File: config.mk
export PLATFORM = sky130hd
export DESIGN_NAME = planar_bitmap_body_unpacker_top
export DESIGN_NICKNAME = d
export VERILOG_FILES = /design/src/hdl/pbu_pkg.sv /design/src/hdl/pbu_out_buf.sv /design/src/hdl/planar_bitmap_body_unpacker_top.sv
export SDC_FILE = /design/constraint.sdc
export NUM_CORES = 1
export LEC_CHECK = 0
export BUFFER_PORTS_ARGS = -buffer_cell sky130_fd_sc_hd__buf_2
export CAP_MARGIN = 30
export CORE_ASPECT_RATIO = 0.5
export CORE_MARGIN = 5
export CORE_UTILIZATION = 42
export DETAILED_ROUTE_END_ITERATION = 10
export PLACE_DENSITY = 0.65
export SLEW_MARGIN = 20
export SYNTH_ARGS = -nofsm -noshare
export SYNTH_HDL_FRONTEND = slang
export SYNTH_HIERARCHICAL = 1
export SYNTH_SLANG_ARGS = --single-unit
File: constraint.sdc
create_clock -name i_clk -period 6.3 [get_ports i_clk]
set_input_delay 0 -clock i_clk [delete_from_list [all_inputs] [get_ports i_clk]]
set_output_delay 0 -clock i_clk [all_outputs]
set_load 0.1 [all_outputs]
File: src/hdl/pbu_pkg.sv
// ----------------------------------------------------------------------------
// pbu_pkg
// Shared types and constants of the planar bitmap body unpacker: register
// indexes, default register values, decoder phases and the result record.
// ----------------------------------------------------------------------------
package pbu_pkg;

    // Parameter defaults
    localparam int MAX_PLANES_DEF = 25;
    localparam int MAX_WIDTH_DEF  = 4096;
    localparam int MAX_HEIGHT_DEF = 4096;

    // Configuration port
    localparam int CFG_IDX_W  = 3;
    localparam int CFG_DATA_W = 13;

    localparam logic [CFG_IDX_W-1:0] CFG_IMAGE_WIDTH  = 3'd0;
    localparam logic [CFG_IDX_W-1:0] CFG_IMAGE_HEIGHT = 3'd1;
    localparam logic [CFG_IDX_W-1:0] CFG_PLANE_COUNT  = 3'd2;
    localparam logic [CFG_IDX_W-1:0] CFG_HAS_MASK     = 3'd3;
    localparam logic [CFG_IDX_W-1:0] CFG_COMPRESSED   = 3'd4;

    localparam logic [12:0] RST_IMAGE_WIDTH  = 13'd320;
    localparam logic [12:0] RST_IMAGE_HEIGHT = 13'd200;
    localparam logic [4:0]  RST_PLANE_COUNT  = 5'd5;
    localparam logic        RST_HAS_MASK     = 1'b0;
    localparam logic        RST_COMPRESSED   = 1'b1;

    // PackBits header that does nothing
    localparam logic [7:0] NOOP_HEADER = 8'd128;

    typedef enum logic [1:0] {
        PH_HEADER  = 2'd0,
        PH_LITERAL = 2'd1,
        PH_REPEAT  = 2'd2
    } t_phase;

    typedef struct packed {
        logic [7:0]  value;
        logic [7:0]  run_length;
        logic [4:0]  plane;
        logic        is_mask;
        logic [11:0] row;
        logic [8:0]  column;
        logic        last;
        logic        error;
    } t_result;

endpackage

File: src/hdl/pbu_out_buf.sv
// ----------------------------------------------------------------------------
// pbu_out_buf
// Two-entry result queue. Lets the decoder take a new byte while a finished
// run still waits on the output side.
// ----------------------------------------------------------------------------
module pbu_out_buf (
    input  logic            i_clk,
    input  logic            i_rst_n,
    input  logic            i_push,
    input  pbu_pkg::t_result i_data,
    output logic            o_full,
    output logic            o_valid,
    input  logic            i_ready,
    output pbu_pkg::t_result o_data
);

    pbu_pkg::t_result r_mem [2];
    logic             r_wr_ptr;
    logic             r_rd_ptr;
    logic [1:0]       r_count;

    logic pop;

    assign pop     = o_valid && i_ready;
    assign o_valid = (r_count != 2'd0);
    assign o_full  = (r_count == 2'd2);
    assign o_data  = r_mem[r_rd_ptr];

    always_ff @(posedge i_clk) begin
        if (!i_rst_n) begin
            r_wr_ptr <= 1'b0;
            r_rd_ptr <= 1'b0;
            r_count  <= 2'd0;
        end else begin
            if (i_push) begin
                r_wr_ptr <= ~r_wr_ptr;
            end
            if (pop) begin
                r_rd_ptr <= ~r_rd_ptr;
            end
            unique case ({i_push, pop})
                2'b10:   r_count <= r_count + 2'd1;
                2'b01:   r_count <= r_count - 2'd1;
                default: r_count <= r_count;
            endcase
        end
    end

    always_ff @(posedge i_clk) begin
        if (i_push) begin
            r_mem[r_wr_ptr] <= i_data;
        end
    end

endmodule

File: src/hdl/planar_bitmap_body_unpacker_top.sv
// ----------------------------------------------------------------------------
// planar_bitmap_body_unpacker_top
// PackBits / raw body decoder for interleaved planar bitmaps.
// ----------------------------------------------------------------------------
// Takes one body byte per clock while the output queue is not full and gives
// at most one run per byte. A byte is registered at the input, decoded from
// that register against the row, plane and column counters, and the run is
// written into a two-entry output queue that drives o_valid. The column,
// plane and row updates are combinational adds and compares, which set the
// one-byte-per-cycle rate; the input side only stalls when the output queue
// is full. A write to any configuration register restarts decoding at
// row 0, plane 0, column 0 and clears the error and end-of-image flags. After
// an overrun error or after the last run of the image, further bytes are
// taken and dropped.
// ----------------------------------------------------------------------------
module planar_bitmap_body_unpacker_top #(
    parameter int MAX_PLANES = pbu_pkg::MAX_PLANES_DEF,
    parameter int MAX_WIDTH  = pbu_pkg::MAX_WIDTH_DEF,
    parameter int MAX_HEIGHT = pbu_pkg::MAX_HEIGHT_DEF
) (
    input  logic                           i_clk,
    input  logic                           i_rst_n,
    // configuration
    input  logic                           i_cfg_we,
    input  logic [pbu_pkg::CFG_IDX_W-1:0]  i_cfg_index,
    input  logic [pbu_pkg::CFG_DATA_W-1:0] i_cfg_data,
    // body bytes
    input  logic                           i_valid,
    output logic                           o_ready,
    input  logic [7:0]                     i_body_byte,
    // runs
    output logic                           o_valid,
    input  logic                           i_ready,
    output logic [7:0]                     o_value,
    output logic [7:0]                     o_run_length,
    output logic [4:0]                     o_plane,
    output logic                           o_is_mask,
    output logic [11:0]                    o_row,
    output logic [8:0]                     o_column,
    output logic                           o_last,
    output logic                           o_error
);

    localparam int RB_MAX = ((MAX_WIDTH + 15) / 16) * 2;
    localparam int COL_W  = $clog2(RB_MAX + 1);
    localparam int SUM_W  = ((COL_W > 8) ? COL_W : 8) + 1;
    localparam int ROW_W  = (MAX_HEIGHT > 1) ? $clog2(MAX_HEIGHT) : 1;
    localparam int PL_W   = $clog2(MAX_PLANES);

    // configuration registers
    logic [12:0] r_image_width;
    logic [12:0] r_image_height;
    logic [4:0]  r_plane_count;
    logic        r_has_mask;
    logic        r_compressed;

    // input stage
    logic        r_in_valid;
    logic [7:0]  r_in_byte;

    // decoder state
    pbu_pkg::t_phase r_phase,   n_phase;
    logic [7:0]      r_pending, n_pending;
    logic [COL_W-1:0] r_col,    n_col;
    logic [PL_W-1:0] r_plane,   n_plane;
    logic [ROW_W-1:0] r_row,    n_row;
    logic            r_error,   n_error;
    logic            r_done,    n_done;

    // derived geometry
    logic [14:0]      eff_w;
    logic [14:0]      rb_full;
    logic [COL_W-1:0] row_bytes;
    logic [SUM_W-1:0] bytes_left;
    logic [13:0]      eff_h;
    logic [5:0]       eff_planes;
    logic [5:0]       total_planes;

    // decode decisions
    logic             advance;
    logic             buf_full;
    logic             emit;
    logic             emit_err;
    logic             emit_last;
    logic [7:0]       emit_len;
    logic [7:0]       hdr_n;
    logic [SUM_W-1:0] col_sum;
    logic [5:0]       plane_inc;
    logic [13:0]      row_inc;
    logic             restart;

    pbu_pkg::t_result result;
    pbu_pkg::t_result out_data;

    assign advance = r_in_valid && !buf_full;
    assign o_ready = !r_in_valid || !buf_full;
    assign restart = i_cfg_we && (i_cfg_index == pbu_pkg::CFG_IMAGE_WIDTH  ||
                                  i_cfg_index == pbu_pkg::CFG_IMAGE_HEIGHT ||
                                  i_cfg_index == pbu_pkg::CFG_PLANE_COUNT  ||
                                  i_cfg_index == pbu_pkg::CFG_HAS_MASK     ||
                                  i_cfg_index == pbu_pkg::CFG_COMPRESSED);

    // ---------------------------------------------------------------- geometry
    always_comb begin
        eff_w = {2'b00, r_image_width};
        if (eff_w == 15'd0) begin
            eff_w = 15'd1;
        end else if (eff_w > 15'(MAX_WIDTH)) begin
            eff_w = 15'(MAX_WIDTH);
        end
        rb_full    = ((eff_w + 15'd15) >> 4) << 1;
        row_bytes  = COL_W'(rb_full);
        bytes_left = SUM_W'(row_bytes) - SUM_W'(r_col);

        eff_h = {1'b0, r_image_height};
        if (eff_h == 14'd0) begin
            eff_h = 14'd1;
        end else if (eff_h > 14'(MAX_HEIGHT)) begin
            eff_h = 14'(MAX_HEIGHT);
        end

        eff_planes = {1'b0, r_plane_count};
        if (eff_planes == 6'd0) begin
            eff_planes = 6'd1;
        end else if (eff_planes > 6'(MAX_PLANES - 1)) begin
            eff_planes = 6'(MAX_PLANES - 1);
        end
        total_planes = eff_planes + {5'd0, r_has_mask};
    end

    // -------------------------------------------------------------- next state
    always_comb begin
        n_phase   = r_phase;
        n_pending = r_pending;
        n_col     = r_col;
        n_plane   = r_plane;
        n_row     = r_row;
        n_error   = r_error;
        n_done    = r_done;
        emit      = 1'b0;
        emit_err  = 1'b0;
        emit_last = 1'b0;
        emit_len  = 8'd1;
        hdr_n     = (r_in_byte < pbu_pkg::NOOP_HEADER) ? (r_in_byte + 8'd1)
                                                       : 8'(9'd257 - {1'b0, r_in_byte});
        col_sum   = '0;
        plane_inc = '0;
        row_inc   = '0;

        if (advance && !r_error && !r_done) begin
            if (!r_compressed) begin
                emit = 1'b1;
            end else begin
                unique case (r_phase)
                    pbu_pkg::PH_LITERAL: begin
                        emit = 1'b1;
                        if (r_pending <= 8'd1) begin
                            n_pending = 8'd0;
                            n_phase   = pbu_pkg::PH_HEADER;
                        end else begin
                            n_pending = r_pending - 8'd1;
                        end
                    end
                    pbu_pkg::PH_REPEAT: begin
                        emit      = 1'b1;
                        emit_len  = (r_pending == 8'd0) ? 8'd1 : r_pending;
                        n_pending = 8'd0;
                        n_phase   = pbu_pkg::PH_HEADER;
                    end
                    default: begin
                        if (r_in_byte != pbu_pkg::NOOP_HEADER) begin
                            if (SUM_W'(hdr_n) > bytes_left) begin
                                emit_err = 1'b1;
                                n_error  = 1'b1;
                            end else begin
                                n_pending = hdr_n;
                                n_phase   = (r_in_byte < pbu_pkg::NOOP_HEADER) ?
                                            pbu_pkg::PH_LITERAL : pbu_pkg::PH_REPEAT;
                            end
                        end
                    end
                endcase
            end

            // advance column, plane and row past the run
            if (emit) begin
                col_sum = SUM_W'(r_col) + SUM_W'(emit_len);
                if (col_sum >= SUM_W'(row_bytes)) begin
                    n_col     = '0;
                    plane_inc = 6'(r_plane) + 6'd1;
                    if (plane_inc >= total_planes) begin
                        n_plane = '0;
                        row_inc = 14'(r_row) + 14'd1;
                        if (row_inc >= eff_h) begin
                            n_row     = '0;
                            n_done    = 1'b1;
                            emit_last = 1'b1;
                        end else begin
                            n_row = ROW_W'(row_inc);
                        end
                    end else begin
                        n_plane = PL_W'(plane_inc);
                    end
                end else begin
                    n_col = COL_W'(col_sum);
                end
            end
        end
    end

    // ------------------------------------------------------------------ result
    always_comb begin
        result = '0;
        if (emit_err) begin
            result.error = 1'b1;
        end else begin
            result.value      = r_in_byte;
            result.run_length = emit_len;
            result.plane      = 5'(r_plane);
            result.is_mask    = r_has_mask && (6'(r_plane) == eff_planes);
            result.row        = 12'(r_row);
            result.column     = 9'(r_col);
            result.last       = emit_last;
        end
    end

    // --------------------------------------------------------------- registers
    always_ff @(posedge i_clk) begin
        if (!i_rst_n) begin
            r_image_width  <= pbu_pkg::RST_IMAGE_WIDTH;
            r_image_height <= pbu_pkg::RST_IMAGE_HEIGHT;
            r_plane_count  <= pbu_pkg::RST_PLANE_COUNT;
            r_has_mask     <= pbu_pkg::RST_HAS_MASK;
            r_compressed   <= pbu_pkg::RST_COMPRESSED;
        end else if (i_cfg_we) begin
            unique case (i_cfg_index)
                pbu_pkg::CFG_IMAGE_WIDTH:  r_image_width  <= i_cfg_data;
                pbu_pkg::CFG_IMAGE_HEIGHT: r_image_height <= i_cfg_data;
                pbu_pkg::CFG_PLANE_COUNT:  r_plane_count  <= i_cfg_data[4:0];
                pbu_pkg::CFG_HAS_MASK:     r_has_mask     <= i_cfg_data[0];
                pbu_pkg::CFG_COMPRESSED:   r_compressed   <= i_cfg_data[0];
                default: ;
            endcase
        end
    end

    always_ff @(posedge i_clk) begin
        if (!i_rst_n) begin
            r_in_valid <= 1'b0;
        end else if (i_valid && o_ready) begin
            r_in_valid <= 1'b1;
        end else if (advance) begin
            r_in_valid <= 1'b0;
        end
    end

    always_ff @(posedge i_clk) begin
        if (i_valid && o_ready) begin
            r_in_byte <= i_body_byte;
        end
    end

    always_ff @(posedge i_clk) begin
        if (!i_rst_n || restart) begin
            r_phase   <= pbu_pkg::PH_HEADER;
            r_pending <= '0;
            r_col     <= '0;
            r_plane   <= '0;
            r_row     <= '0;
            r_error   <= 1'b0;
            r_done    <= 1'b0;
        end else begin
            r_phase   <= n_phase;
            r_pending <= n_pending;
            r_col     <= n_col;
            r_plane   <= n_plane;
            r_row     <= n_row;
            r_error   <= n_error;
            r_done    <= n_done;
        end
    end

    // ------------------------------------------------------------ output queue
    pbu_out_buf u_out_buf (
        .i_clk   (i_clk),
        .i_rst_n (i_rst_n),
        .i_push  (emit || emit_err),
        .i_data  (result),
        .o_full  (buf_full),
        .o_valid (o_valid),
        .i_ready (i_ready),
        .o_data  (out_data)
    );

    assign o_value      = out_data.value;
    assign o_run_length = out_data.run_length;
    assign o_plane      = out_data.plane;
    assign o_is_mask    = out_data.is_mask;
    assign o_row        = out_data.row;
    assign o_column     = out_data.column;
    assign o_last       = out_data.last;
    assign o_error      = out_data.error;

endmodule

Yosys cells after proc, flatten, opt, wreduce, memory -nomap -nowiden
Memories as Yosys holds them, arrays and structs flattened. A register that Yosys moved wholly into a read port is not among the register bits.
Index checks and enable logic that the tools add are counted.
- add/subtract/negate cells: 11
- $lt $le $gt $ge: 9
- eq/ne operators: 13
- mux-type cells: 47
- bitwise operators: 3
- reductions and logical operators: 41
- operators by type and width (kind ; count):
    $mux 8 ; 9
    $mux 13 ; 4
    $mux 44 ; 1
    $gt 13x13->1 const B ; 2
    $logic_not 13->1 ; 2
    $mux 1 ; 21
    $pmux 8 s2 ; 1
    $mux 5 ; 3
    $reduce_and 5->1 ; 3
    $ge 13x14->1 ; 1
    $add 12x1->13 const B ; 1
    $add 13x4->13 const B ; 1
    $mux 12 ; 1
    $reduce_and 2->1 ; 6
    $add 10x8->11 ; 1
    $ge 11x10->1 ; 1
    $gt 8x11->1 ; 1
    $sub 10x10->11 ; 1
    $mux 10 ; 1
    $add 8x1->8 const B ; 1
    $le 8x1->1 const B ; 1
    $logic_not 8->1 ; 1
    $lt 8x8->1 const B ; 1
    $mux 2 ; 4
    29 further kinds ; 55
- bits in registers: 85
- bits in writable memories: 90
- input bits: 29
- word-level logic and storage cells: 142
- memories kept: 1
- memories (name ; depth ; width ; rd ports ; clocked after memory_dff ; wr ports ; RTL line ; text):
    u_out_buf.r_mem ; 2 ; 45 ; 1 ; 1 ; 1 ; pbu_out_buf.sv:17 ; pbu_pkg::t_result r_mem [2];

Depth between registers and ports, before layout
Gate-level depths: netlist of run 1.
- depth in word-level cells: 14
- mapped depth: 26

Modules after synthesis
The synthesis of run 1 kept the hierarchy.
- by module, submodules not included (module ; instances ; cells an instance ; area an instance (um2) ; sequential area each (um2)):
    planar_bitmap_body_unpacker_top ; 1 ; 808 ; 6374.9 ; 1701.6
    pbu_out_buf ; 1 ; 163 ; 3460.8 ; 2802.7

Worst setup path after synthesis of run 1
OpenSTA, ideal clock, no wires.
- path type: flip-flop to flip-flop
- start: reg r_image_width[0]
- end: mem u_out_buf/r_mem[0][0] (netlist bit) (enable)
- setup time: 0.450 ns
- data arrival time: 6.244 ns
- data required time: 5.850 ns
- slack: -0.394 ns
- cell stages (with the launch flop): 23
- clock period less this slack: 6.694 ns
- path through: dfxtp_1 > or4_1 > and2_1 > a211oi_1 > ha_1 > nor2b_1 > o21ai_0 > o211ai_1 > a21o_1 > a21oi_1 > xor2_1 > ha_1 > nand4_1 > o22ai_1 > a211oi_1 > nand4_1 > a211oi_2 > and3_1 > buf_6 > buf_6 > nand2b_1 > inv_1 > nor2_1
- cells in the longest elaborated chain, start to end: 14
- ends and longest elaborated chain (element ; RTL line ; text):
    start, declared ; planar_bitmap_body_unpacker_top.sv:51 ; logic [12:0] r_image_width;
    start signal, assigned ; planar_bitmap_body_unpacker_top.sv:230 ; r_image_width <= pbu_pkg::RST_IMAGE_WIDTH;
    start signal, assigned ; planar_bitmap_body_unpacker_top.sv:237 ; pbu_pkg::CFG_IMAGE_WIDTH: r_image_width <= i_cfg_data;
    $gt 13x13->1 ; planar_bitmap_body_unpacker_top.sv:108 ; end else if (eff_w > 15'(MAX_WIDTH)) begin
    $mux 13 ; planar_bitmap_body_unpacker_top.sv:108 ;
    $mux 13 * ; planar_bitmap_body_unpacker_top.sv:106 ; if (eff_w == 15'd0) begin
    $add 13x4->13 * ; planar_bitmap_body_unpacker_top.sv:111 ; rb_full = ((eff_w + 15'd15) >> 4) << 1;
    $sub 10x10->11 * ; planar_bitmap_body_unpacker_top.sv:113 ; bytes_left = SUM_W'(row_bytes) - SUM_W'(r_col);
    $gt 8x11->1 * ; planar_bitmap_body_unpacker_top.sv:172 ; if (SUM_W'(hdr_n) > bytes_left) begin
    $mux 1 * ; planar_bitmap_body_unpacker_top.sv:172 ;
    $mux 1 * ; planar_bitmap_body_unpacker_top.sv:171 ; if (r_in_byte != pbu_pkg::NOOP_HEADER) begin
    $mux 1 * ; planar_bitmap_body_unpacker_top.sv:154 ; unique case (r_phase)
    $mux 1 * ; planar_bitmap_body_unpacker_top.sv:151 ; if (!r_compressed) begin
    $mux 1 * ; planar_bitmap_body_unpacker_top.sv:150 ; if (advance && !r_error && !r_done) begin
    $logic_or 1x1->1 * ; planar_bitmap_body_unpacker_top.sv:287 ; .i_push (emit || emit_err),
    $mux 1 * ; pbu_out_buf.sv:50 ; if (i_push) begin
    $mux 1 (implied by the code) * ; pbu_out_buf.sv:51 ; r_mem[r_wr_ptr] <= i_data;
    end, declared ; pbu_out_buf.sv:17 ;
Every way passes the cells marked *; elsewhere a longest branch is shown, timed or not.

Worst setup path after layout of run 1
- start: reg r_image_width[0]
- end: reg u_out_buf.r_count[1]
- cells in the longest elaborated chain, start to end: 14
- ends and longest elaborated chain (element ; RTL line ; text):
    $gt 13x13->1 ; planar_bitmap_body_unpacker_top.sv:108 ;
    $mux 13 ; planar_bitmap_body_unpacker_top.sv:108 ;
    $mux 13 * ; planar_bitmap_body_unpacker_top.sv:106 ;
    $add 13x4->13 * ; planar_bitmap_body_unpacker_top.sv:111 ;
    $sub 10x10->11 * ; planar_bitmap_body_unpacker_top.sv:113 ;
    $gt 8x11->1 * ; planar_bitmap_body_unpacker_top.sv:172 ;
    $mux 1 * ; planar_bitmap_body_unpacker_top.sv:172 ;
    $mux 1 * ; planar_bitmap_body_unpacker_top.sv:171 ;
    $mux 1 * ; planar_bitmap_body_unpacker_top.sv:154 ;
    $mux 1 * ; planar_bitmap_body_unpacker_top.sv:151 ;
    $mux 1 * ; planar_bitmap_body_unpacker_top.sv:150 ;
    $logic_or 1x1->1 * ; planar_bitmap_body_unpacker_top.sv:287 ;
    $eq 2x1->1 or $eq 2x2->1 (tied branches) ; pbu_out_buf.sv:41 ; unique case ({i_push, pop})
    $pmux 2 s2 or $reduce_bool 2->1 (tied branches) ; -- ;
    end signal, assigned ; pbu_out_buf.sv:42 ; 2'b10: r_count <= r_count + 2'd1;
    end signal, assigned ; pbu_out_buf.sv:43 ; 2'b01: r_count <= r_count - 2'd1;
    end signal, assigned ; pbu_out_buf.sv:44 ; default: r_count <= r_count;
    end, declared ; pbu_out_buf.sv:20 ; logic [1:0] r_count;
Marked as above.
A chain may end at the register's enable or synchronous reset.

==> results.sh, run 1 <==
export IMPL_outcome="completed"
export IMPL_crit_path_start_kind="flop"
export IMPL_grt_ovfl_total=0
export IMPL_yosys_warnings=6
export IMPL_startpoint="r_image_width[0]$_SDFFE_PN0P_"
export IMPL_vdd_drop_max_mv=0.166
export IMPL_hold_violations=0
export IMPL_path_class="flop to flop"
export IMPL_cp_arrival_ns=6.01
export IMPL_clk_latency_ns=0.44
export IMPL_skew_ns=0.0120
export IMPL_cp_num_buf_inv=1
export IMPL_io_pins=76
export IMPL_stdcell_count=1374
export IMPL_p_comb_share_pct=29.3
export IMPL_dp_hpwl_mm=16.2
export IMPL_die_y_um=118
export IMPL_synth_seq_cells=176
export IMPL_ys_seq_area_share_pct=45.8
export IMPL_max_clock_path_buffers=2
export IMPL_fmax_mhz=177
export IMPL_async_flop_share_pct=0
export IMPL_worstPathMaxFanout=4
export IMPL_via_per_inst=5.46
export IMPL_place_port_buffers=75
export IMPL_finalSetupViolations=0
export IMPL_slew_viol_final=0
export IMPL_cts_setup_buffers=0
export IMPL_crit_family="compound AO/OA/AOI/OAI gates"
export IMPL_power_density_mw_per_mm2=289
export IMPL_ff2ff_setup_slack_ns=0.66
export IMPL_antennaDiodeCount=0
export IMPL_reg2reg_depth=22
export IMPL_power_static_leakage_uw=0.00423
export IMPL_hold_path_class="input port to flop"
export IMPL_start_util_pct=42.9
export IMPL_cap_violations=0
export IMPL_wl_mm=22.8
export IMPL_synth_area_per_cell_um2=10.1
export IMPL_place_congestion=0.876
export IMPL_crit_path_max_incr_delay_ns=0.61
export IMPL_dieArea_mm2=0.0268
export IMPL_synth_distinct_cells=67
export IMPL_track_usage_pct=16.9
export IMPL_vias=7502
export IMPL_final_antenna_net_count=0
export IMPL_most_common_layout_cells="126 x nand2_1, 98 x edfxtp_1, 77 x dfxtp_1"
export IMPL_cp_cell_sequence="or4_1, and2_1, a211oi_1, ha_1, nor2b_1, o21ai_0, o211ai_1, a21o_1, a21oi_1, xor2_1, ha_1, nand4_1, o22ai_1, a211oi_1, nand4_1, a211oi_2, and3_2, nand2b_1, inv_1, ha_1, or3_1, a21boi_1"
export IMPL_htree_levels=4
export IMPL_setup_tns_ns=0
export IMPL_dp_cells=1315
export IMPL_worst_slew_pin_slew_ns=0.936
export IMPL_clkSinkCount=176
export IMPL_power_switching_uw=1250
export IMPL_syn_inst=971
export IMPL_rsz0062_at_grt="no"
export IMPL_antenna_found_initial=0
export IMPL_clkPwrFrac_pct=31.0
export IMPL_fp_row_count=39
export IMPL_path_depth=22
export IMPL_die_w_um=226
export IMPL_grt_max_degree=47
export IMPL_grt_pass1_vias=7414
export IMPL_r2r_start="r_image_width[0]$_SDFFE_PN0P_"
export IMPL_syn_num_nets=1067
export IMPL_p_seq_share_pct=39.7
export IMPL_drc_errors=0
export IMPL_p_int_uw=2020
export IMPL_drtIter0Drc=358
export IMPL_root_buffer="clkbuf_16"
export IMPL_core_area_mm2=0.0229
export IMPL_crit_slowest_cell="a211oi_1"
export IMPL_fin_nets=1150
export IMPL_synth_edf_count=98
export IMPL_wl_per_cell_um=16.6
export IMPL_hold_path_depth=4
export IMPL_syn2layout_area_growth_pct=15.2
export IMPL_cts_clk_slew_worst_paths_ns=0.07
export IMPL_period_needed_ns=5.64
export IMPL_finalCritPeriodShare_pct=89.5
export IMPL_cts_resized=0
export IMPL_min_from="i_ready"
export IMPL_cts_tree="built"
export IMPL_cp_required_ns=6.67
export IMPL_crit_path_frequent_cell="ha_1"
export IMPL_p_sw_share_pct=38.3
export IMPL_drive_gt1_share_pct=17.4
export IMPL_first_pass_iters=5
export IMPL_synth_ff_type="edfxtp_1"
export IMPL_final_common_cell="nand2_1"
export IMPL_netlist_area_mm2=0.00984
export IMPL_cts_made_buffers=17
export IMPL_critPathCaptureType="flop"
export IMPL_slew_headroom_pct=37.1
export IMPL_grt_first_pass_wirelength_mm=37.1
## cells by family after synthesis
family                     count (synthesis)  share of synthesized area (%)
xor gates and xnor gates                  48                           4.27
other                                      1                         0.0381
adders and majority gates                 67                           8.68
and+or+nand+nor                          352                           17.8
AOI/OAI and AO/OA                        175                           12.7
buffers and inverters                     90                           3.80
muxes                                     62                           6.89
DFF                                      176                           45.8
## worst paths after layout
path                                             to
setup / recovery  u_out_buf/r_count[1]$_SDFFE_PN0P_
hold / removal      u_out_buf/r_rd_ptr$_SDFFE_PN0P_
setup reg to reg  u_out_buf/r_count[1]$_SDFFE_PN0P_
hold reg to reg                r_error$_SDFFE_PP0P_
## worst reg2reg max path: cells and delay by family (launching register included)
kind            cells  cell delay (ns)
fa+ha+maj           3             0.96
buf+inv             1             0.11
simple gates        8             1.93
flops               1             0.31
compound gates      9             2.10
xor+xnor            1             0.17
## metrics by stage
stage | hold slack [ns] | power (uW) | instance area, um2 | utilization (%) | setup WS (ns)
CTS | 0.0246 | 3300 | 11300 | 49.4 | 0.676
global route | 0.0646 | 3400 | 11300 | 49.4 | 0.288
floorplan | 0.0989 | 2120 | 9840 | - | 0.383
detailed placement | 0.179 | 2270 | 10500 | 45.7 | 0.688
finish | 0.0640 | 3270 | 11300 | 49.4 | 0.664
global placement | 0.177 | 2270 | 10500 | 45.7 | 0.897
## metal layers
layer / wire, um / GRT usage [%] / part of all wire (%) / up-vias
met5: 0 / 0 / 0 / -
met4: 402 / 4.88 / 1.8 / 0
met3: 748 / 3.24 / 3.3 / 33
met2: 11400 / 29.9 / 50 / 150
met1: 10200 / 21.2 / 45 / 3646
li1: - / - / - / 3673
## synthesized netlist by cell type, drive strengths merged (5+ instances only)
cell type | count | area (um2)
and2 | 8 | 50.1
nor3 | 20 | 105
a31oi | 8 | 50.1
nand4 | 11 | 68.8
a21oi | 34 | 170
nor4b | 5 | 75.1
a211oi | 6 | 50.1
o31ai | 6 | 45.0
nand2b | 11 | 68.8
clkbuf | 33 | 124
dfxtp | 78 | 1560
xor2 | 16 | 140
nand3 | 31 | 155
o21ai | 24 | 120
a22oi | 7 | 52.6
and3 | 14 | 87.6
edfxtp | 98 | 2940
buf | 14 | 88.8
mux2 | 46 | 518
a211o | 8 | 70.1
inv | 43 | 161
o21a | 8 | 60.1
nand2 | 126 | 473
a32o | 9 | 90.1
a21boi | 23 | 173
nor2 | 59 | 221
xnor2 | 32 | 280
a21o | 11 | 82.6
nor4 | 9 | 62.6
ha | 65 | 813
or4 | 5 | 37.5
mux2i | 16 | 160
or2 | 7 | 43.8
nor2b | 35 | 219
o211ai | 5 | 37.5
## power groups by stage
stage | Clock [uW] | Sequential (uW) | Combinational (uW)
2_1_floorplan | 0 | 1310 | 808
3_3_place_gp | 0 | 1320 | 945
3_5_place_dp | 0 | 1320 | 950
4_1_cts | 1040 | 1300 | 967
5_1_grt | 1090 | 1300 | 1010
6_report | 1010 | 1300 | 960
## flip-flops by register name (all words and copies together) (netlist names), named ones only
signal and count:
r_plane 5, r_in_byte 8, r_in_valid 1, r_plane_count 5
u_out_buf/r_rd_ptr 1, u_out_buf/r_count 2, r_compressed 1, r_phase 2
u_out_buf/r_mem 90, r_image_width 13, r_col 10, u_out_buf/r_wr_ptr 1
r_error 1, r_image_height 13, r_pending 8, r_done 1
r_has_mask 1, r_row 12
## layout make-up
cell class	count	area [um2]
Multi-Input combinational cell	705	4970
Inverter	43	161
Clock inverter	15	141
Tap cell	307	384
Clock buffer	17	425
Fill cell	2048	11600
Timing Repair Buffer	111	738
Sequential cell	176	4510
## what timing repair did
action,4_1_cts,5_1_grt
hold buffers,27,0
setup endpoints to repair,0,0
endpoints found under the hold margin,42,0
Note: power is estimated with default switching activity, not from simulation.
==> run 2, diff against run 1 <==
CORE_UTILIZATION = 55   (was 42)
PLACE_DENSITY = 0.81   (was 0.65)
==> run 2 against run 1 <==
  * Sequential power barely moved
  * Wire length rose by 4.8%
  * Via count rose by 3.2%
  * Global-route usage rose by 6.1 points
  * Final cell count fell by 5.2%
  * First-iteration DRC count rose by 91%
  * Count of clock-buffer cells in the layout did not move
  * Design area fell by 0.25%
  * Total power rose by 3.1%
  * Setup slack improved by 0.045 ns
  * Largest power group unchanged
  * Highest routed layer unchanged
==> results.sh, run 2 (synthesized netlist as in run 1, its figures left out) <==
export IMPL_outcome="completed"
export IMPL_vias=7739
export IMPL_crit_path_frequent_cell="ha_1"
export IMPL_slew_headroom_pct=37.4
export IMPL_finalCritPeriodShare_pct=88.7
export IMPL_cts_tree="built"
export IMPL_worst_slew_pin_slew_ns=0.932
export IMPL_start_util_pct=56.3
export IMPL_hold_path_class="input port to flop"
export IMPL_slew_viol_final=0
export IMPL_die_w_um=199
export IMPL_cp_required_ns=6.67
export IMPL_setup_tns_ns=0
export IMPL_clk_latency_ns=0.44
export IMPL_drc_errors=0
export IMPL_cp_arrival_ns=5.96
export IMPL_most_common_layout_cells="126 x nand2_1, 98 x edfxtp_1, 77 x dfxtp_1"
export IMPL_cts_resized=0
export IMPL_worstPathMaxFanout=4
export IMPL_largest_reg_flops=90
export IMPL_wl_mm=23.9
export IMPL_rsz0062_at_grt="no"
export IMPL_fin_nets=1151
export IMPL_root_buffer="clkbuf_16"
export IMPL_dp_slack_ns=0.747
export IMPL_core_area_mm2=0.0175
export IMPL_final_common_cell="nand2_1"
export IMPL_track_usage_pct=23.1
export IMPL_power_density_mw_per_mm2=298
export IMPL_layout_area_seq_mm2=0.00451
export IMPL_fp_row_count=34
export IMPL_fin_util_pct=64.6
export IMPL_io_pins=76
export IMPL_cts_clk_slew_worst_paths_ns=0.07
export IMPL_final_antenna_net_count=0
export IMPL_skew_ns=0.0128
export IMPL_cp_cell_sequence="or4_1, and2_1, a211oi_1, ha_1, nor2b_1, o21ai_0, o211ai_1, a21o_1, a21oi_1, xor2_1, ha_1, nand4_1, o22ai_1, a211oi_1, nand4_1, a211oi_2, and3_2, nand2b_1, inv_1, ha_1, or3_1, a21boi_1"
export IMPL_vdd_drop_max_mv=0.225
export IMPL_hold_violations=0
export IMPL_max_clock_path_buffers=2
export IMPL_cap_violations=0
export IMPL_grt_ovfl_total=0
export IMPL_drtIter0Drc=685
export IMPL_dp_hpwl_mm=16.6
export IMPL_top_register="u_out_buf/r_mem"
export IMPL_clkSinkCount=176
export IMPL_multi_input_area_mm2=0.00497
export IMPL_grt_pass1_vias=7823
export IMPL_fmax_mhz=179
export IMPL_die_y_um=105
export IMPL_path_class="flop to flop"
export IMPL_syn2layout_area_growth_pct=14.9
export IMPL_place_port_buffers=75
export IMPL_setup_ws_ns=0.709
export IMPL_crit_path_start_kind="flop"
export IMPL_crit_slowest_cell="or4_1"
export IMPL_finalSetupViolations=0
export IMPL_largest_registers="u_out_buf/r_mem: 90 flops, r_image_height: 13 flops, r_image_width: 13 flops"
export IMPL_antennaDiodeCount=0
export IMPL_period_needed_ns=5.59
export IMPL_cts_made_buffers=17
export IMPL_critPathCaptureType="flop"
export IMPL_via_per_inst=5.94
export IMPL_crit_path_max_incr_delay_ns=0.58
export IMPL_antenna_found_initial=0
export IMPL_grt_max_degree=47
export IMPL_drive_gt1_share_pct=17.5
export IMPL_htree_levels=4
export IMPL_place_congestion=0.910
export IMPL_wl_per_cell_um=18.3
export IMPL_fillers=1340
export IMPL_cts_setup_buffers=0
export IMPL_holdWs_ns=0.0220
export IMPL_grt_first_pass_wirelength_mm=38.8
export IMPL_first_pass_iters=6
export IMPL_dieArea_mm2=0.0208
export IMPL_power_static_leakage_uw=0.00427
-- run 2: cell types whose count changed in the layout (fill, tap and decap cells not counted), sizes merged --
cell         change
bufinv           +2
clkinvlp         -3
buf              +1
clkinv           +4
clkbuf           +1
inv              -3
dlygate4sd3      -1
-- run 2: final timing paths --
path / from / endpoint / slack, ns / cells past startpoint
setup / recovery: r_image_width[0]$_SDFFE_PN0P_ / u_out_buf/r_count[1]$_SDFFE_PN0P_ / 0.71 / 22
hold reg to reg: r_image_width[0]$_SDFFE_PN0P_ / r_image_width[0]$_SDFFE_PN0P_ / 0.46 / 2
hold / removal: i_rst_n / r_plane_count[2]$_SDFFE_PN1P_ / 0.02 / 2
setup reg to reg: r_image_width[0]$_SDFFE_PN0P_ / u_out_buf/r_count[1]$_SDFFE_PN0P_ / 0.71 / 22
-- run 2: timing repair --
| item | in CTS | in global routing |
|---|---|---|
| hold endpoints to repair | 42 | 0 |
| hold buffers | 26 | 0 |
| endpoints found under the setup margin | 0 | 0 |
-- run 2: metrics by stage --
stage	std cells	area, um2	total power, uW
after floorplan	971	9840	2120
after global placement	1240	10400	2260
after detailed placement	1242	10400	2280
after CTS	1300	11300	3390
after global routing	1302	11300	3490
final	1302	11300	3370
-- run 2: layout make-up --
class                   instances  area share [%]
clock buffers                  17            3.76
clock inverters                15            1.75
inverters                      43            1.43
multi-input cells             705            44.0
flip-flops and latches        176            39.9
well taps                     234            2.59
repair buffers                112            6.59
-- run 2: metal layers --
| layer | global-route usage, % | share of wire [%] |
|---|---|---|
| met1 | 29.7 | 43 |
| met2 | 39.2 | 48 |
| met3 | 4.15 | 6.1 |
| met4 | 8.34 | 2.6 |
| met5 | 0 | 0 |
-- run 2: worst max-delay path: cells and delay by family (launching register included) --
family | cells | cell delay (ns)
AO/OA/AOI/OAI | 9 | 2.01
AND/OR/NAND/NOR | 8 | 1.95
adder cells (fa/ha/maj) | 3 | 0.95
flip-flops | 1 | 0.31
XOR/XNOR | 1 | 0.18
buffers and inverters | 1 | 0.11
-- run 2: where the power goes --
| group | internal [uW] | switching (uW) | total (uW) |
|---|---|---|---|
| clock network | 605 | 497 | 1100 |
| registers | 1270 | 48.6 | 1310 |
| logic | 234 | 722 | 956 |
| total | 2100 | 1270 | 3370 |
==> run 3, diff against run 2 <==
GPL_TIMING_DRIVEN = 0   (was not set)
==> run 3 against run 2 <==
  * Hold slack improved by 0.26 ns
  * Wire length rose by 1.5%
  * Via count rose by 0.93%
  * Critical path depth rose by 2
  * Setup slack got worse by 0.39 ns
  * First-iteration DRC count fell by 1.8%
  * Maximum frequency fell by 6.6%
==> results.sh, run 3 (synthesized netlist as in run 1, its figures left out) <==
export IMPL_top_register="u_out_buf/r_mem"
export IMPL_grt_pass1_vias=7701
export IMPL_cap_violations=0
export IMPL_drc_errors=0
export IMPL_wl_mm=24.2
export IMPL_place_area_mm2=0.0105
export IMPL_io_pins=76
export IMPL_crit_path_max_incr_delay_ns=0.59
export IMPL_slew_viol_final=0
export IMPL_hold_violations=0
export IMPL_cp_arrival_ns=6.36
export IMPL_drtIter0Drc=673
export IMPL_core_area_mm2=0.0175
export IMPL_cts_clk_slew_worst_paths_ns=0.08
export IMPL_dieArea_mm2=0.0208
export IMPL_grt_first_pass_wirelength_mm=39.0
export IMPL_cp_required_ns=6.68
export IMPL_finalSetupViolations=0
export IMPL_crit_family="simple AND/OR/NAND/NOR gates"
export IMPL_final_antenna_net_count=0
export IMPL_cp_cell_sequence="or4_1, and2_2, and3_1, nand2_1, xor2_1, nor2_1, ha_1, and3_1, a221oi_4, xor2_1, ha_1, nand4_1, o22ai_1, a211oi_1, nand4_1, a211oi_2, and3_1, buf_6, buf_6, nand2b_4, inv_2, ha_1, or3_1, a21boi_1"
export IMPL_wl_per_cell_um=18.0
export IMPL_antennaDiodeCount=0
export IMPL_skew_ns=0.0127
export IMPL_grt_max_degree=46
export IMPL_place_congestion=0.928
export IMPL_die_y_um=105
export IMPL_dp_hpwl_mm=17.3
export IMPL_slew_headroom_pct=43.1
export IMPL_power_density_mw_per_mm2=290
export IMPL_via_per_inst=5.80
export IMPL_worstPathMaxFanout=10
export IMPL_rsz0062_at_grt="no"
export IMPL_fmax_mhz=167
export IMPL_hold_path_class="input port to flop"
export IMPL_total_power_uw=3340
export IMPL_stdcell_area_mm2=0.0115
export IMPL_most_common_layout_cells="126 x nand2_1, 98 x edfxtp_1, 87 x buf_2"
export IMPL_finalCritPeriodShare_pct=95.0
export IMPL_die_w_um=199
export IMPL_antenna_found_initial=0
export IMPL_max_clock_path_buffers=2
export IMPL_fin_nets=1195
export IMPL_first_pass_iters=5
export IMPL_start_util_pct=56.3
export IMPL_root_buffer="clkbuf_16"
export IMPL_worst_slew_pin_slew_ns=0.852
export IMPL_grt_ovfl_total=0
export IMPL_drive_gt1_share_pct=18.0
export IMPL_vdd_drop_max_mv=0.255
export IMPL_fin_util_pct=65.8
export IMPL_htree_levels=4
export IMPL_critPathCaptureType="flop"
export IMPL_ff2ff_setup_slack_ns=0.32
export IMPL_cts_made_buffers=17
export IMPL_crit_path_start_kind="flop"
export IMPL_place_port_buffers=75
export IMPL_track_usage_pct=23.3
export IMPL_setup_tns_ns=0
export IMPL_largest_registers="u_out_buf/r_mem: 90 flops, r_image_height: 13 flops, r_image_width: 13 flops"
export IMPL_outcome="completed"
export IMPL_syn2layout_area_growth_pct=16.9
export IMPL_cts_tree="built"
export IMPL_fp_row_count=34
export IMPL_period_needed_ns=5.98
export IMPL_clk_latency_ns=0.44
export IMPL_clkSinkCount=176
export IMPL_cp_num_buf_inv=3
export IMPL_vias=7811
export IMPL_crit_slowest_cell="or4_1"
export IMPL_path_class="flop to flop"
export IMPL_power_static_leakage_uw=0.00436
export IMPL_final_common_cell="nand2_1"
export IMPL_largest_reg_flops=90
==> run 3: cell types whose count changed in the layout (fill, tap and decap cells not counted), moves of 2 or more <==
| cell | delta |
|---|---|
| clkbuf_1 | +33 |
| buf_6 | +2 |
| buf_4 | -7 |
| buf_2 | +12 |
| inv_8 | +2 |
| bufinv_16 | -2 |
| dlygate4sd3_1 | +3 |
==> run 3: per-layer routing <==
metal,part of all wire (%),vias to the layer above,GRT usage [%]
met5,0,-,0
met4,2.2,0,6.93
met3,6.4,45,4.37
met2,47,278,38.4
met1,45,3719,31.5
li1,-,3769,-
==> run 3: power breakdown <==
| group | total (uW) | switching, uW | internal [uW] |
|---|---|---|---|
| registers | 1300 | 31.2 | 1260 |
| clock network | 1040 | 510 | 534 |
| logic | 997 | 750 | 247 |
| total | 3340 | 1290 | 2050 |
==> run 3: metrics by stage <==
step | instances | worst slack [ns] | hold slack [ns]
CTS | 1344 | -0.00658 | 0.269
global route | 1346 | 0.0269 | 0.283
global placement | 1280 | -1.39 | 0.181
floorplan | 971 | 0.383 | 0.0989
finish | 1346 | 0.317 | 0.286
detailed placement | 1282 | -0.413 | 0.178
==> run 3: area by class of cell <==
| type | count | area (um2) |
|---|---|---|
| Buffer | 47 | 213 |
| Clock buffer | 17 | 425 |
| Clock inverter | 15 | 169 |
| Fill cell | 1359 | 5980 |
| Inverter | 43 | 161 |
| Multi-Input combinational cell | 706 | 5020 |
| Sequential cell | 176 | 4500 |
| Tap cell | 234 | 293 |
| Timing Repair Buffer | 108 | 716 |
==> run 3: repair_timing <==
action,in CTS,in global routing
hold buffers,29,0
endpoints found under the setup margin,92,93
gates cloned,1,0
resized for setup,1,10
pin swaps,1,3
buffers inserted,0,1
endpoints found under the hold margin,47,0
==> run 3: path summary, 6_finish.rpt <==
check / startpoint / end / cells past startpoint
worst min register to register: r_image_width[2]$_SDFFE_PN0P_ / r_image_width[2]$_SDFFE_PN0P_ / 2
worst max register to register: r_image_width[0]$_SDFFE_PN0P_ / u_out_buf/r_count[1]$_SDFFE_PN0P_ / 24
worst max-delay path: r_image_width[0]$_SDFFE_PN0P_ / u_out_buf/r_count[1]$_SDFFE_PN0P_ / 24
worst min-delay path: i_body_byte[1] / r_in_byte[1]$_DFFE_PP_ / 2
